--- src/rtl/core/nnd_pkg.sv ---
// ----------------------------------------------------------------------------
// nnd_pkg
// Shared sizes, configuration codes and helper functions of the
// nearest-neighbor downscaler.
// ----------------------------------------------------------------------------
package nnd_pkg;

	// Largest supported frame dimension
	localparam int MAX_DIM = 2048;

	// Width of a clamped size or of a row count that may reach MAX_DIM
	localparam int DIM_W = $clog2(MAX_DIM) + 1;
	// Width of a position below MAX_DIM
	localparam int POS_W = $clog2(MAX_DIM);
	// Width of a running sum position * size
	localparam int SUM_W = 2 * POS_W;

	// Configuration register widths
	localparam int IN_SIZE_W  = 12;
	localparam int OUT_SIZE_W = 11;
	localparam int CFG_DATA_W = 12;
	localparam int CFG_IDX_W  = 3;

	// Pixel sample width
	localparam int PIX_W = 8;

	// Register reset values
	localparam int IN_WIDTH_RST   = 176;
	localparam int IN_HEIGHT_RST  = 144;
	localparam int OUT_WIDTH_RST  = 96;
	localparam int OUT_HEIGHT_RST = 96;

	// Luma weights in thousandths, sum width and divide-by-1000 reciprocal
	localparam int LUMA_R  = 299;
	localparam int LUMA_G  = 587;
	localparam int LUMA_B  = 114;
	localparam int LUMA_W  = 18;
	localparam int RECIP_W = 19;
	localparam int RECIP_SH = 28;
	// ceil(2^28 / 1000), exact for every weighted sum up to 255000
	localparam logic [RECIP_W-1:0] RECIP_1000 = 19'd268436;

	// Configuration register indexes
	typedef enum logic [CFG_IDX_W-1:0] {
		CFG_IN_WIDTH   = 3'd0,
		CFG_IN_HEIGHT  = 3'd1,
		CFG_OUT_WIDTH  = 3'd2,
		CFG_OUT_HEIGHT = 3'd3,
		CFG_COLOR_MODE = 3'd4
	} cfg_idx_t;

	// Clamp a source size to [2, MAX_DIM]
	function automatic logic [DIM_W-1:0] clamp_in(input logic [IN_SIZE_W-1:0] v);
		logic [DIM_W-1:0] r;
		if (32'(v) < 2) begin
			r = DIM_W'(2);
		end else if (32'(v) > MAX_DIM) begin
			r = DIM_W'(MAX_DIM);
		end else begin
			r = DIM_W'(v);
		end
		return r;
	endfunction

	// Clamp an output size to [1, in_eff - 1]
	function automatic logic [DIM_W-1:0] clamp_out(input logic [OUT_SIZE_W-1:0] v,
			input logic [DIM_W-1:0] in_eff);
		logic [DIM_W-1:0] r;
		if (v == '0) begin
			r = DIM_W'(1);
		end else if (32'(v) > 32'(in_eff) - 1) begin
			r = in_eff - DIM_W'(1);
		end else begin
			r = DIM_W'(v);
		end
		return r;
	endfunction

endpackage

--- src/rtl/core/nnd_if.sv ---
// ----------------------------------------------------------------------------
// nnd_if
// Valid/ready channels of the downscaler: source pixels, kept pixels and
// configuration writes.
// ----------------------------------------------------------------------------

// Source pixel channel
interface nnd_pix_if;
	logic                      valid;
	logic                      ready;
	logic                      start_frame;
	logic [nnd_pkg::PIX_W-1:0] sample_a;
	logic [nnd_pkg::PIX_W-1:0] sample_b;
	logic [nnd_pkg::PIX_W-1:0] sample_c;

	modport source (output valid, start_frame, sample_a, sample_b, sample_c, input ready);
	modport sink (input valid, start_frame, sample_a, sample_b, sample_c, output ready);
endinterface

// Kept pixel channel
interface nnd_res_if;
	logic                      valid;
	logic                      ready;
	logic [nnd_pkg::PIX_W-1:0] out_pixel;
	logic                      last_of_frame;

	modport source (output valid, out_pixel, last_of_frame, input ready);
	modport sink (input valid, out_pixel, last_of_frame, output ready);
endinterface

// Configuration write channel
interface nnd_cfg_if;
	logic                           valid;
	logic                           ready;
	logic [nnd_pkg::CFG_IDX_W-1:0]  index;
	logic [nnd_pkg::CFG_DATA_W-1:0] data;

	modport source (output valid, index, data, input ready);
	modport sink (input valid, index, data, output ready);
endinterface

--- src/rtl/core/nearest_neighbor_downscaler.sv ---
// Path: a kept pixel passes stage 1, stage 2 and the stage 3 output register.
// Throughput: one source item per cycle while the output is not stalled; the
// column/row counter update of stage 1 is combinational, so items follow back to back.
// Stalls on the output fill the three stages before the input is held off.
// Reset: configuration returns to 176x144 -> 96x96 gray, counters clear and
// the zero state acts as a frame start; all stages empty.
// ----------------------------------------------------------------------------
// nearest_neighbor_downscaler
// Nearest-neighbor frame downscaler for a raster pixel stream with optional
// RGB to gray conversion of the kept pixels.
// ----------------------------------------------------------------------------
module nearest_neighbor_downscaler (
	input  logic     clk,
	input  logic     arst_n,
	nnd_pix_if.sink  pix_in,
	nnd_res_if.source res_out,
	nnd_cfg_if.sink  cfg
);

	localparam int DIM_W = nnd_pkg::DIM_W;
	localparam int POS_W = nnd_pkg::POS_W;
	localparam int SUM_W = nnd_pkg::SUM_W;
	localparam int PIX_W = nnd_pkg::PIX_W;
	localparam int LUMA_W = nnd_pkg::LUMA_W;
	localparam int PROD_W = nnd_pkg::LUMA_W + nnd_pkg::RECIP_W;

	// Configuration registers
	logic [nnd_pkg::IN_SIZE_W-1:0]  in_width_q, in_height_q;
	logic [nnd_pkg::OUT_SIZE_W-1:0] out_width_q, out_height_q;
	logic                           color_mode_q;

	// Frame counters
	logic [POS_W-1:0] src_col_q, dst_col_q, dst_row_q;
	logic [DIM_W-1:0] src_row_q;
	logic [SUM_W-1:0] col_scaled_q, row_scaled_q, col_target_q, row_target_q;

	// Pipeline stages
	logic             v_s1, start_s1;
	logic [PIX_W-1:0] a_s1, b_s1, c_s1;
	logic             v_s2, color_s2, last_s2;
	logic [PIX_W-1:0] gray_s2;
	logic [LUMA_W-1:0] luma_s2;
	logic             v_s3, last_s3;
	logic [PIX_W-1:0] pix_s3;

	// Combinational signals
	logic             load_1, load_2, load_3, advance;
	logic [DIM_W-1:0] iw, ih, ow, oh;
	logic [POS_W-1:0] cur_src_col, cur_dst_col, cur_dst_row;
	logic [DIM_W-1:0] cur_src_row;
	logic [SUM_W-1:0] cur_col_scaled, cur_row_scaled, cur_col_target, cur_row_target;
	logic [POS_W-1:0] nxt_src_col, nxt_dst_col, nxt_dst_row;
	logic [DIM_W-1:0] nxt_src_row;
	logic [SUM_W-1:0] nxt_col_scaled, nxt_row_scaled, nxt_col_target, nxt_row_target;
	logic             frame_done, row_hit, col_hit, line_end, keep, last_pix;
	logic [LUMA_W-1:0] luma;
	logic [PROD_W-1:0] luma_prod;

	// Configuration writes, always taken
	assign cfg.ready = 1'b1;

	always_ff @(posedge clk or negedge arst_n) begin
		if (!arst_n) begin
			in_width_q   <= nnd_pkg::IN_SIZE_W'(nnd_pkg::IN_WIDTH_RST);
			in_height_q  <= nnd_pkg::IN_SIZE_W'(nnd_pkg::IN_HEIGHT_RST);
			out_width_q  <= nnd_pkg::OUT_SIZE_W'(nnd_pkg::OUT_WIDTH_RST);
			out_height_q <= nnd_pkg::OUT_SIZE_W'(nnd_pkg::OUT_HEIGHT_RST);
			color_mode_q <= 1'b0;
		end else if (cfg.valid) begin
			unique case (cfg.index)
				nnd_pkg::CFG_IN_WIDTH:   in_width_q   <= cfg.data[nnd_pkg::IN_SIZE_W-1:0];
				nnd_pkg::CFG_IN_HEIGHT:  in_height_q  <= cfg.data[nnd_pkg::IN_SIZE_W-1:0];
				nnd_pkg::CFG_OUT_WIDTH:  out_width_q  <= cfg.data[nnd_pkg::OUT_SIZE_W-1:0];
				nnd_pkg::CFG_OUT_HEIGHT: out_height_q <= cfg.data[nnd_pkg::OUT_SIZE_W-1:0];
				nnd_pkg::CFG_COLOR_MODE: color_mode_q <= cfg.data[0];
				default: ;
			endcase
		end
	end

	// Effective sizes
	assign iw = nnd_pkg::clamp_in(in_width_q);
	assign ih = nnd_pkg::clamp_in(in_height_q);
	assign ow = nnd_pkg::clamp_out(out_width_q, iw);
	assign oh = nnd_pkg::clamp_out(out_height_q, ih);

	// Stage handshakes: a stage loads when empty or when it drains
	assign load_3 = !v_s3 || res_out.ready;
	assign load_2 = !v_s2 || load_3;
	assign load_1 = !v_s1 || load_2;
	assign advance = v_s1 && load_2;
	assign pix_in.ready = load_1;

	// Counters as seen by the item in stage 1, cleared on a frame start
	always_comb begin
		if (start_s1) begin
			cur_src_col    = '0;
			cur_src_row    = '0;
			cur_dst_col    = '0;
			cur_dst_row    = '0;
			cur_col_scaled = '0;
			cur_row_scaled = '0;
			cur_col_target = '0;
			cur_row_target = '0;
		end else begin
			cur_src_col    = src_col_q;
			cur_src_row    = src_row_q;
			cur_dst_col    = dst_col_q;
			cur_dst_row    = dst_row_q;
			cur_col_scaled = col_scaled_q;
			cur_row_scaled = row_scaled_q;
			cur_col_target = col_target_q;
			cur_row_target = row_target_q;
		end
	end

	// Selection tests
	always_comb begin
		frame_done = cur_src_row >= ih;
		row_hit = (DIM_W'(cur_dst_row) < oh) && (cur_row_scaled <= cur_row_target) &&
			({1'b0, cur_row_target} < {1'b0, cur_row_scaled} + (SUM_W+1)'(oh));
		col_hit = (DIM_W'(cur_dst_col) < ow) && (cur_col_scaled <= cur_col_target) &&
			({1'b0, cur_col_target} < {1'b0, cur_col_scaled} + (SUM_W+1)'(ow));
		line_end = DIM_W'(cur_src_col) >= iw - DIM_W'(1);
		keep = !frame_done && row_hit && col_hit;
		last_pix = (DIM_W'(cur_dst_row) == oh - DIM_W'(1)) &&
			(DIM_W'(cur_dst_col) == ow - DIM_W'(1));
	end

	// Counter update for one source pixel
	always_comb begin
		nxt_src_col    = cur_src_col;
		nxt_src_row    = cur_src_row;
		nxt_dst_col    = cur_dst_col;
		nxt_dst_row    = cur_dst_row;
		nxt_col_scaled = cur_col_scaled;
		nxt_row_scaled = cur_row_scaled;
		nxt_col_target = cur_col_target;
		nxt_row_target = cur_row_target;
		if (!frame_done) begin
			if (col_hit) begin
				nxt_dst_col    = cur_dst_col + POS_W'(1);
				nxt_col_target = cur_col_target + SUM_W'(iw - DIM_W'(1));
			end
			if (line_end) begin
				if (row_hit) begin
					nxt_dst_row    = cur_dst_row + POS_W'(1);
					nxt_row_target = cur_row_target + SUM_W'(ih - DIM_W'(1));
				end
				nxt_src_row    = cur_src_row + DIM_W'(1);
				nxt_row_scaled = cur_row_scaled + SUM_W'(oh);
				nxt_src_col    = '0;
				nxt_col_scaled = '0;
				nxt_dst_col    = '0;
				nxt_col_target = '0;
			end else begin
				nxt_src_col    = cur_src_col + POS_W'(1);
				nxt_col_scaled = cur_col_scaled + SUM_W'(ow);
			end
		end
	end

	// Advance counters when the stage 1 item moves on
	always_ff @(posedge clk or negedge arst_n) begin
		if (!arst_n) begin
			src_col_q    <= '0;
			src_row_q    <= '0;
			dst_col_q    <= '0;
			dst_row_q    <= '0;
			col_scaled_q <= '0;
			row_scaled_q <= '0;
			col_target_q <= '0;
			row_target_q <= '0;
		end else if (advance) begin
			src_col_q    <= nxt_src_col;
			src_row_q    <= nxt_src_row;
			dst_col_q    <= nxt_dst_col;
			dst_row_q    <= nxt_dst_row;
			col_scaled_q <= nxt_col_scaled;
			row_scaled_q <= nxt_row_scaled;
			col_target_q <= nxt_col_target;
			row_target_q <= nxt_row_target;
		end
	end

	// Stage 1: capture the incoming item
	always_ff @(posedge clk or negedge arst_n) begin
		if (!arst_n) begin
			v_s1 <= 1'b0;
		end else if (load_1) begin
			v_s1 <= pix_in.valid;
		end
	end

	always_ff @(posedge clk) begin
		if (load_1 && pix_in.valid) begin
			start_s1 <= pix_in.start_frame;
			a_s1     <= pix_in.sample_a;
			b_s1     <= pix_in.sample_b;
			c_s1     <= pix_in.sample_c;
		end
	end

	// Weighted RGB sum in thousandths
	assign luma = LUMA_W'(a_s1) * LUMA_W'(nnd_pkg::LUMA_R) +
		LUMA_W'(b_s1) * LUMA_W'(nnd_pkg::LUMA_G) +
		LUMA_W'(c_s1) * LUMA_W'(nnd_pkg::LUMA_B);

	// Stage 2: hold kept pixels only
	always_ff @(posedge clk or negedge arst_n) begin
		if (!arst_n) begin
			v_s2 <= 1'b0;
		end else if (load_2) begin
			v_s2 <= v_s1 && keep;
		end
	end

	always_ff @(posedge clk) begin
		if (advance) begin
			color_s2 <= color_mode_q;
			last_s2  <= last_pix;
			gray_s2  <= a_s1;
			luma_s2  <= luma;
		end
	end

	// Divide by 1000 through the reciprocal
	assign luma_prod = PROD_W'(luma_s2) * PROD_W'(nnd_pkg::RECIP_1000);

	// Stage 3: output register
	always_ff @(posedge clk or negedge arst_n) begin
		if (!arst_n) begin
			v_s3 <= 1'b0;
		end else if (load_3) begin
			v_s3 <= v_s2;
		end
	end

	always_ff @(posedge clk) begin
		if (load_3 && v_s2) begin
			last_s3 <= last_s2;
			pix_s3  <= color_s2 ? luma_prod[nnd_pkg::RECIP_SH +: PIX_W] : gray_s2;
		end
	end

	assign res_out.valid         = v_s3;
	assign res_out.out_pixel     = pix_s3;
	assign res_out.last_of_frame = last_s3;

	// Input is held off only when every stage is occupied
	assert property (@(posedge clk) disable iff (!arst_n)
		!pix_in.ready |-> (v_s1 && v_s2 && v_s3))
		else $error("input stalled with an empty stage");

	// A kept pixel only appears out of an occupied stage 1
	assert property (@(posedge clk) disable iff (!arst_n)
		$rose(v_s2) |-> $past(v_s1))
		else $error("stage 2 filled without a stage 1 item");

	// Row count stops at the frame height, so it stays within MAX_DIM
	assert property (@(posedge clk) disable iff (!arst_n)
		32'(src_row_q) <= nnd_pkg::MAX_DIM)
		else $error("source row count ran past the largest frame");

endmodule
--- src/flat_wrapper.sv ---
// flat-port wrapper written by rule: the top's interface ports become plain ports
module nearest_neighbor_downscaler_flat 
  (clk, arst_n, pix_in_valid, pix_in_start_frame, pix_in_sample_a, pix_in_sample_b, pix_in_sample_c, pix_in_ready, res_out_valid, res_out_out_pixel, res_out_last_of_frame, res_out_ready, cfg_valid, cfg_index, cfg_data, cfg_ready);
  nnd_pix_if pix_in_i ();
  nnd_res_if res_out_i ();
  nnd_cfg_if cfg_i ();
  input  logic clk;
  input  logic arst_n;
  input wire logic [$bits(pix_in_i.valid)-1:0] pix_in_valid;
  input wire logic [$bits(pix_in_i.start_frame)-1:0] pix_in_start_frame;
  input wire logic [$bits(pix_in_i.sample_a)-1:0] pix_in_sample_a;
  input wire logic [$bits(pix_in_i.sample_b)-1:0] pix_in_sample_b;
  input wire logic [$bits(pix_in_i.sample_c)-1:0] pix_in_sample_c;
  output wire logic [$bits(pix_in_i.ready)-1:0] pix_in_ready;
  output wire logic [$bits(res_out_i.valid)-1:0] res_out_valid;
  output wire logic [$bits(res_out_i.out_pixel)-1:0] res_out_out_pixel;
  output wire logic [$bits(res_out_i.last_of_frame)-1:0] res_out_last_of_frame;
  input wire logic [$bits(res_out_i.ready)-1:0] res_out_ready;
  input wire logic [$bits(cfg_i.valid)-1:0] cfg_valid;
  input wire logic [$bits(cfg_i.index)-1:0] cfg_index;
  input wire logic [$bits(cfg_i.data)-1:0] cfg_data;
  output wire logic [$bits(cfg_i.ready)-1:0] cfg_ready;
  assign pix_in_i.valid = pix_in_valid;
  assign pix_in_i.start_frame = pix_in_start_frame;
  assign pix_in_i.sample_a = pix_in_sample_a;
  assign pix_in_i.sample_b = pix_in_sample_b;
  assign pix_in_i.sample_c = pix_in_sample_c;
  assign pix_in_ready = pix_in_i.ready;
  assign res_out_valid = res_out_i.valid;
  assign res_out_out_pixel = res_out_i.out_pixel;
  assign res_out_last_of_frame = res_out_i.last_of_frame;
  assign res_out_i.ready = res_out_ready;
  assign cfg_i.valid = cfg_valid;
  assign cfg_i.index = cfg_index;
  assign cfg_i.data = cfg_data;
  assign cfg_ready = cfg_i.ready;
  nearest_neighbor_downscaler u_core (.clk(clk), .arst_n(arst_n), .pix_in(pix_in_i), .res_out(res_out_i), .cfg(cfg_i));
endmodule
--- config.mk ---
export PLATFORM = sky130hd
export DESIGN_NAME = nearest_neighbor_downscaler_flat
export DESIGN_NICKNAME = d
export VERILOG_FILES = /design/src/rtl/core/nnd_pkg.sv /design/src/rtl/core/nnd_if.sv /design/src/rtl/core/nearest_neighbor_downscaler.sv /design/src/flat_wrapper.sv
export SDC_FILE = /design/constraint.sdc
export NUM_CORES = 1
export LEC_CHECK = 0
export ABC_AREA = 1
export BUFFER_PORTS_ARGS = -buffer_cell sky130_fd_sc_hd__buf_2
export CORE_MARGIN = 8
export CORE_UTILIZATION = 58
export CTS_CLUSTER_DIAMETER = 40
export CTS_CLUSTER_SIZE = 25
export DETAILED_ROUTE_END_ITERATION = 8
export PLACE_DENSITY = 0.8
export SLEW_MARGIN = 20
export SYNTH_ARGS = -nofsm -noshare
export SYNTH_HDL_FRONTEND = slang
export SYNTH_SLANG_ARGS = --single-unit
--- constraint.sdc ---
create_clock -name clk -period 17.1 [get_ports clk]
set_clock_uncertainty 0.05 [all_clocks]
set_input_delay 0.855 -clock clk [delete_from_list [all_inputs] [get_ports clk]]
set_output_delay 0.855 -clock clk [all_outputs]
set_load 0.005 [all_outputs]
=== Yosys cells after proc, flatten, opt, wreduce, memory -nomap -nowiden ===
Index checks and enable logic that the tools add are counted.

* Add/subtract/negate cells: 20
* $mul: 4
* Magnitude comparators: 14
* Eq/ne operators: 6
* Muxes and demuxes: 37
* Reduce and logical (&&, ||, !) cells: 26

{| class="wikitable"
|+ Operators by type and width
! operator !! count
|-
| $mux 22 || 14
|-
| $mux 12 || 11
|-
| $mux 11 || 11
|-
| $gt 11x32->1 || 2
|-
| $sub 12x1->13 const B || 4
|-
| $sub 12x1->12 const B || 4
|-
| $add 22x12->23 || 2
|-
| $lt 22x23->1 || 2
|-
| $add 22x12->22 || 2
|-
| $add 22x22->22 || 2
|-
| $le 22x22->1 || 2
|-
| $mul 18x17->34 const B || 1
|-
| $add 11x1->11 const B || 3
|-
| $eq 11x12->1 || 2
|-
| $gt 12x12->1 const B || 2
|-
| $lt 11x12->1 || 2
|-
| $lt 12x2->1 const B || 2
|-
| $logic_not 11->1 || 2
|-
| $add 17x18->18 || 1
|-
| $add 18x15->18 || 1
|-
| $mul 8x10->18 const B || 1
|-
| $mul 8x9->17 const B || 1
|-
| $mul 8x6->14 const B || 1
|-
| $add 12x1->12 const B || 1
|-
| other kinds (11) || 31
|}

* Flip-flop bits (word level): 245
* Input bits: 45
* Output and inout port bits: 12
* Word-level logic and storage cells: 133

=== Logic depth before layout (Yosys ltp) ===
* Word-level depth: 13
* Mapped depth: 56
* Gate-level depth less buffers: 55

=== Least setup slack after synthesis ===
Ideal clock, no wire load.

* Path type: register to register
* Start: register u_core.in_width_q[5] in the netlist's numbering
* End: register u_core.dst_col_q[6]
* Setup time: 0.130 ns
* Arrival: 6.792 ns
* Data required time: 16.920 ns
* Slack: 10.128 ns
* Stages on the path, launching flop included: 52
* Buffers on the path: 2
* Period minus slack after synthesis: 6.972 ns
* Cells stage by stage: dfstp_2 inv_2 nand2_2 nor2_1 nand2_1 nand2_1 buf_6 a21boi_0 ha_1 nand4_1 or2_2 xnor2_1 ha_1 nand2_2 inv_2 a21oi_2 nand2_2 buf_4 (+16 left out) inv_1 ha_1 a21oi_1 o221ai_1 a21oi_1 nor3_1 nor2_1 nor2_1 o21ai_0 nand2_1 nand2_1 nand2_1 nor2_2 nand2_1 nor2_2 a21oi_1 o21ai_0 o21ai_0

* Word-level cells in the longest chain between the ends: 13
* Elaborated cells on any way between the ends: 18
* Those cells by class: 3 x add/sub; 6 x order compare; 7 x mux; 2 x reduce/logical

{| class="wikitable"
|+ Ends and longest elaborated chain
! element !! line !! text
|-
| start: declaration || nearest_neighbor_downscaler.sv:28 || <nowiki>logic [nnd_pkg::IN_SIZE_W-1:0] in_width_q, in_height_q;</nowiki>
|-
| start signal: assignment || nearest_neighbor_downscaler.sv:64 || <nowiki>in_width_q <= nnd_pkg::IN_SIZE_W'(nnd_pkg::IN_WIDTH_RST);</nowiki>
|-
| start signal: assignment || nearest_neighbor_downscaler.sv:71 || <nowiki>nnd_pkg::CFG_IN_WIDTH: in_width_q <= cfg.data[nnd_pkg::IN_SIZE_W-1:0];</nowiki>
|-
| $gt 12x12->1 || nnd_pkg.sv:57 || <nowiki>end else if (32'(v) > MAX_DIM) begin</nowiki>
|-
| $mux 12 || nnd_pkg.sv:57 ||
|-
| $mux 12 * || nnd_pkg.sv:55 || <nowiki>if (32'(v) < 2) begin</nowiki>
|-
| $sub 12x1->13 || nnd_pkg.sv:71 || <nowiki>end else if (32'(v) > 32'(in_eff) - 1) begin</nowiki>
|-
| $gt 11x32->1 || nnd_pkg.sv:71 ||
|-
| $mux 12 || nnd_pkg.sv:71 ||
|-
| $mux 12 || nnd_pkg.sv:69 || <nowiki>if (v == '0) begin</nowiki>
|-
| $add 22x12->23 or $lt 11x12->1 (tied branches) || nearest_neighbor_downscaler.sv:123, nearest_neighbor_downscaler.sv:122 ||
|-
| $lt 22x23->1 or $logic_and 1x1->1 (tied branches) || nearest_neighbor_downscaler.sv:123, nearest_neighbor_downscaler.sv:122 ||
|-
| $logic_and 1x1->1 || nearest_neighbor_downscaler.sv:122 || <nowiki>col_hit = (DIM_W'(cur_dst_col) < ow) && (cur_col_scaled <= cur_col_target) &&</nowiki>
|-
| $mux 11 || nearest_neighbor_downscaler.sv:141 || <nowiki>if (col_hit) begin</nowiki>
|-
| $mux 11 * || nearest_neighbor_downscaler.sv:145 || <nowiki>if (line_end) begin</nowiki>
|-
| $mux 11 * || nearest_neighbor_downscaler.sv:140 || <nowiki>if (!frame_done) begin</nowiki>
|-
| end signal: assignment || nearest_neighbor_downscaler.sv:177 || <nowiki>dst_col_q <= nxt_dst_col;</nowiki>
|-
| end: declaration || nearest_neighbor_downscaler.sv:33 || <nowiki>logic [POS_W-1:0] src_col_q, dst_col_q, dst_row_q;</nowiki>
|}

Mark *: on every way between the ends. The rest lies on a longest branch, timed or not.
A chain may end at the register's enable or synchronous reset.

=== Worst setup path after layout ===
* Start: register u_core.in_width_q[7] in the netlist's numbering
* End: register u_core.dst_col_q[7]

Same word-level chain as after synthesis.

==> impl_results.md <==
- Yosys top cell by area: ha_1
- Max incr delay on CP: between 0.5 and 0.6 ns
- IO buf count: between 50 and 60
- 1st-iter DRT viols: 1612
- Required time of the critical path: roughly 17 ns
- Hold crit path type: input pin to asynchronous set/reset pin
- H-tree Lvls: 2
- Synthesis-to-finish area growth: 9.024%
- Synthesized area per cell: between 7 and 8 um2
- Layout Nets: slightly above 4000
- Final Setup Violations: 0
- Reg-to-reg setup timing slack: about 8.4 ns
- Seq/Total Area, Yosys: 0.2391
- Die height: around 230 um
- GRT busiest layer: met2
- Crit-path most repeated cell: nand2_1
- Initial core utilization: 0.5833
- Final WL: 65970 um
- Worst-path clk slew: 0.07 ns
- Tmin final: 8.734 ns
- Flops & latches, synth: between 200 and 250
- Hold buffers post-CTS: 0
- Outcome: finished clean
- R2R Path End: u_core.dst_col_q[7]
- CP startpoint kind: flip-flop
- R2R cell count: 50
- CP startpoint: u_core.in_width_q[7]
- Crit Path Class: flip-flop to flip-flop
- Postcts setup bufs: 0
- Critical Path Sink: u_core.dst_col_q[7]
- Yosys Warn Count: 0
- Detailed Routing Iterations Pass 1: 6
- Post-route ant nets: 0
- CP max-delay cell: dfstp_2
- Clk Latency, worst-skew pair: around 0.60 ns
- Die Area: roughly 54000 um2
- Routing usage on met3: 0.03423
- Global route overflow: 0
- Reg-to-Reg Start: u_core.in_width_q[7]
- Ys async rst share: 0.7469
- Clock buffer depth: 3
- Core Rows: 79
- Highest clock rate: about 110 MHz
- Crit. End Element: flip-flop
- Vias in the first global route: about 22000
- Final period utilization: 0.5108
- Routing usage on met1: 0.3250
- GR Util All Layers: 0.2478
- Post-CTS sizing: 0
- Relative slew slack: 0.3381
- Total CTS buffers: 46
- Netlist cell types: 59
- Met2 Resource Use GR: 0.4176
- TritonCTS clock tree: done
- Io pins: 57
- Share of layout cells above drive strength 1: 0.06701
- Cells after Synth: about 3400
- CP Max Fanout: 34
- Final GP Congestion: between 0.9 and 1
- Largest net degree at the start of global routing: 83
- Max cap viols: 0
- Worst Path Arrival: approximately 9 ns
- DP Wirelength: around 50000 um
- Mapped Area: ~27000 um2
- Unrepaired setup endpoints after global routing: false
- CTS sink count: between 200 and 250
- Drt wl/cell: ~16 um
- Fill count: 3920
- Post-synth top flop: dfrtp_1
- Setup Total Neg Slack: 0 ns
- Core Footprint: between 40000 and 50000 um2
- DRC: 0
- Root buf cell: clkbuf_16
- Final Hold Viols: 0
- Post-synth EDFFs: 62
- Area share of the largest cell type after synthesis: 0.2189
- Slew Limit Fails: 0
- Register Area: ~6500 um2
- Die width: 231.7 um
- First-pass GRT wire length: between 100000 and 150000 um
- Routed vias: between 20000 and 25000
- Area occupied by multi-input gates: 17650 um2
- Area contributors post-synth: ha_1, dfrtp_1, inv_1
- Actual slew at the worst max-slew pin: roughly 0.99 ns
- Initial antenna violation count: 2
- Vias per cell: roughly 5.6
[synth_stat cells (all sizes together), types with 11 or more instances]
cell type    n
nand2      520
ha         472
nand4       47
a21oi      247
nand3      136
a21o        12
clkbuf      48
nor3        36
xnor2       49
a22oi       33
o21bai      11
dfrtp      174
o21ai      190
edfxtp      62
buf         25
xor2       103
inv        690
nor2       255
o211ai      26
fa         122
o22ai       31
o221ai      11
[worst max-delay path: cells and delay by family, from the launching register on]
family | cells | cell delay (ns)
AO/OA/AOI/OAI | 10 | 1.98
XOR/XNOR | 2 | 0.53
adder cells (fa/ha/maj) | 5 | 1.60
buffers and inverters | 7 | 0.68
flip-flops | 1 | 0.55
AND/OR/NAND/NOR | 26 | 3.13
[cell usage in the layout (no fill, tap or decap), types with 10 or more instances in the layout]
cell       synthesis  final
o21ai_1           18     18
nand3_1          121    121
a21oi_1          244    243
o21ai_0          172    172
inv_2             13     13
buf_2              4     54
o22ai_1           31     31
nor3_1            33     33
buf_4              5     12
xnor2_1           49     49
fa_1             122    122
a31oi_1           10     10
nand3_2           14     14
o211ai_1          26     26
a21o_1            12     12
o21bai_1          11     11
nand4_1           47     47
inv_6              0     10
o221ai_1          11     11
ha_1             472    472
edfxtp_1          62     62
dfrtp_1          174    174
inv_1            677    675
nand2_2           12     12
nor2_1           239    239
nand2_1          504    503
a22oi_1           33     33
clkbuf_16          0     46
o21a_1            10     10
xor2_1           103    103
[how the worst min path moves through the flow]
stage	startpoint	end	cells after the start
final	arst_n	u_core.in_height_q[11]	1
after global routing	arst_n	u_core.in_height_q[11]	1
after CTS	arst_n	u_core.in_height_q[11]	1
after detailed placement	u_core.v_s2	u_core.res_out.valid	2
after global placement	u_core.v_s2	u_core.res_out.valid	2
after floorplan	u_core.last_s2	u_core.res_out.last_of_frame	0
[registers in the layout, indices dropped and copies added, names as in the netlist, 12 cells and up]
name and flops:
u_core.luma_s2 18, u_core.col_target_q 22, u_core.col_scaled_q 22, u_core.in_width_q 12
u_core.row_scaled_q 22, u_core.in_height_q 12, u_core.src_row_q 12, u_core.row_target_q 22
[stage by stage]
stage | setup slack [ns] | hold slack, ns | util | cell area, um2 | instances
2_1_floorplan | 10.13 | 0.3503 | - | 26990 | 3382
3_3_place_gp | 8.768 | 0.4048 | 0.6015 | 27820 | 3983
3_5_place_dp | 8.508 | 0.4065 | 0.6015 | 27820 | 3983
4_1_cts | 8.412 | 0.1698 | 0.6358 | 29410 | 4069
5_1_grt | 7.409 | 0.1977 | 0.6359 | 29410 | 4069
6_report | 8.366 | 0.1631 | 0.6359 | 29420 | 4070
[layout make-up]
type	instances	area share
clock inverter	35	0.01348
tap	607	0.02582
timing repair buffer	67	0.01272
inverter	691	0.08826
sequential	245	0.2193
clock buffer	51	0.04045
antenna	1	0.00008507
multi-input combinational	2373	0.5998
[cell families after synthesis]
logic type | synth area share
other | 0.0002783
AND/OR/NAND/NOR | 0.1655
adder cells (fa/ha/maj) | 0.3094
flip-flops | 0.2391
AO/OA/AOI/OAI | 0.1287
XOR/XNOR | 0.04934
buffers and inverters | 0.1077
[routing by layer]
layer / routed length, um / vias to the layer above
met4: 2034 / 2
met2: 31220 / 599
met1: 29210 / 10684
met3: 3507 / 135
met5: 8 / -
li1: - / 11177
Power is left out: the tool's default activity adds up to more than one toggle a clock period on the data nets, which glitch-free logic cannot reach.
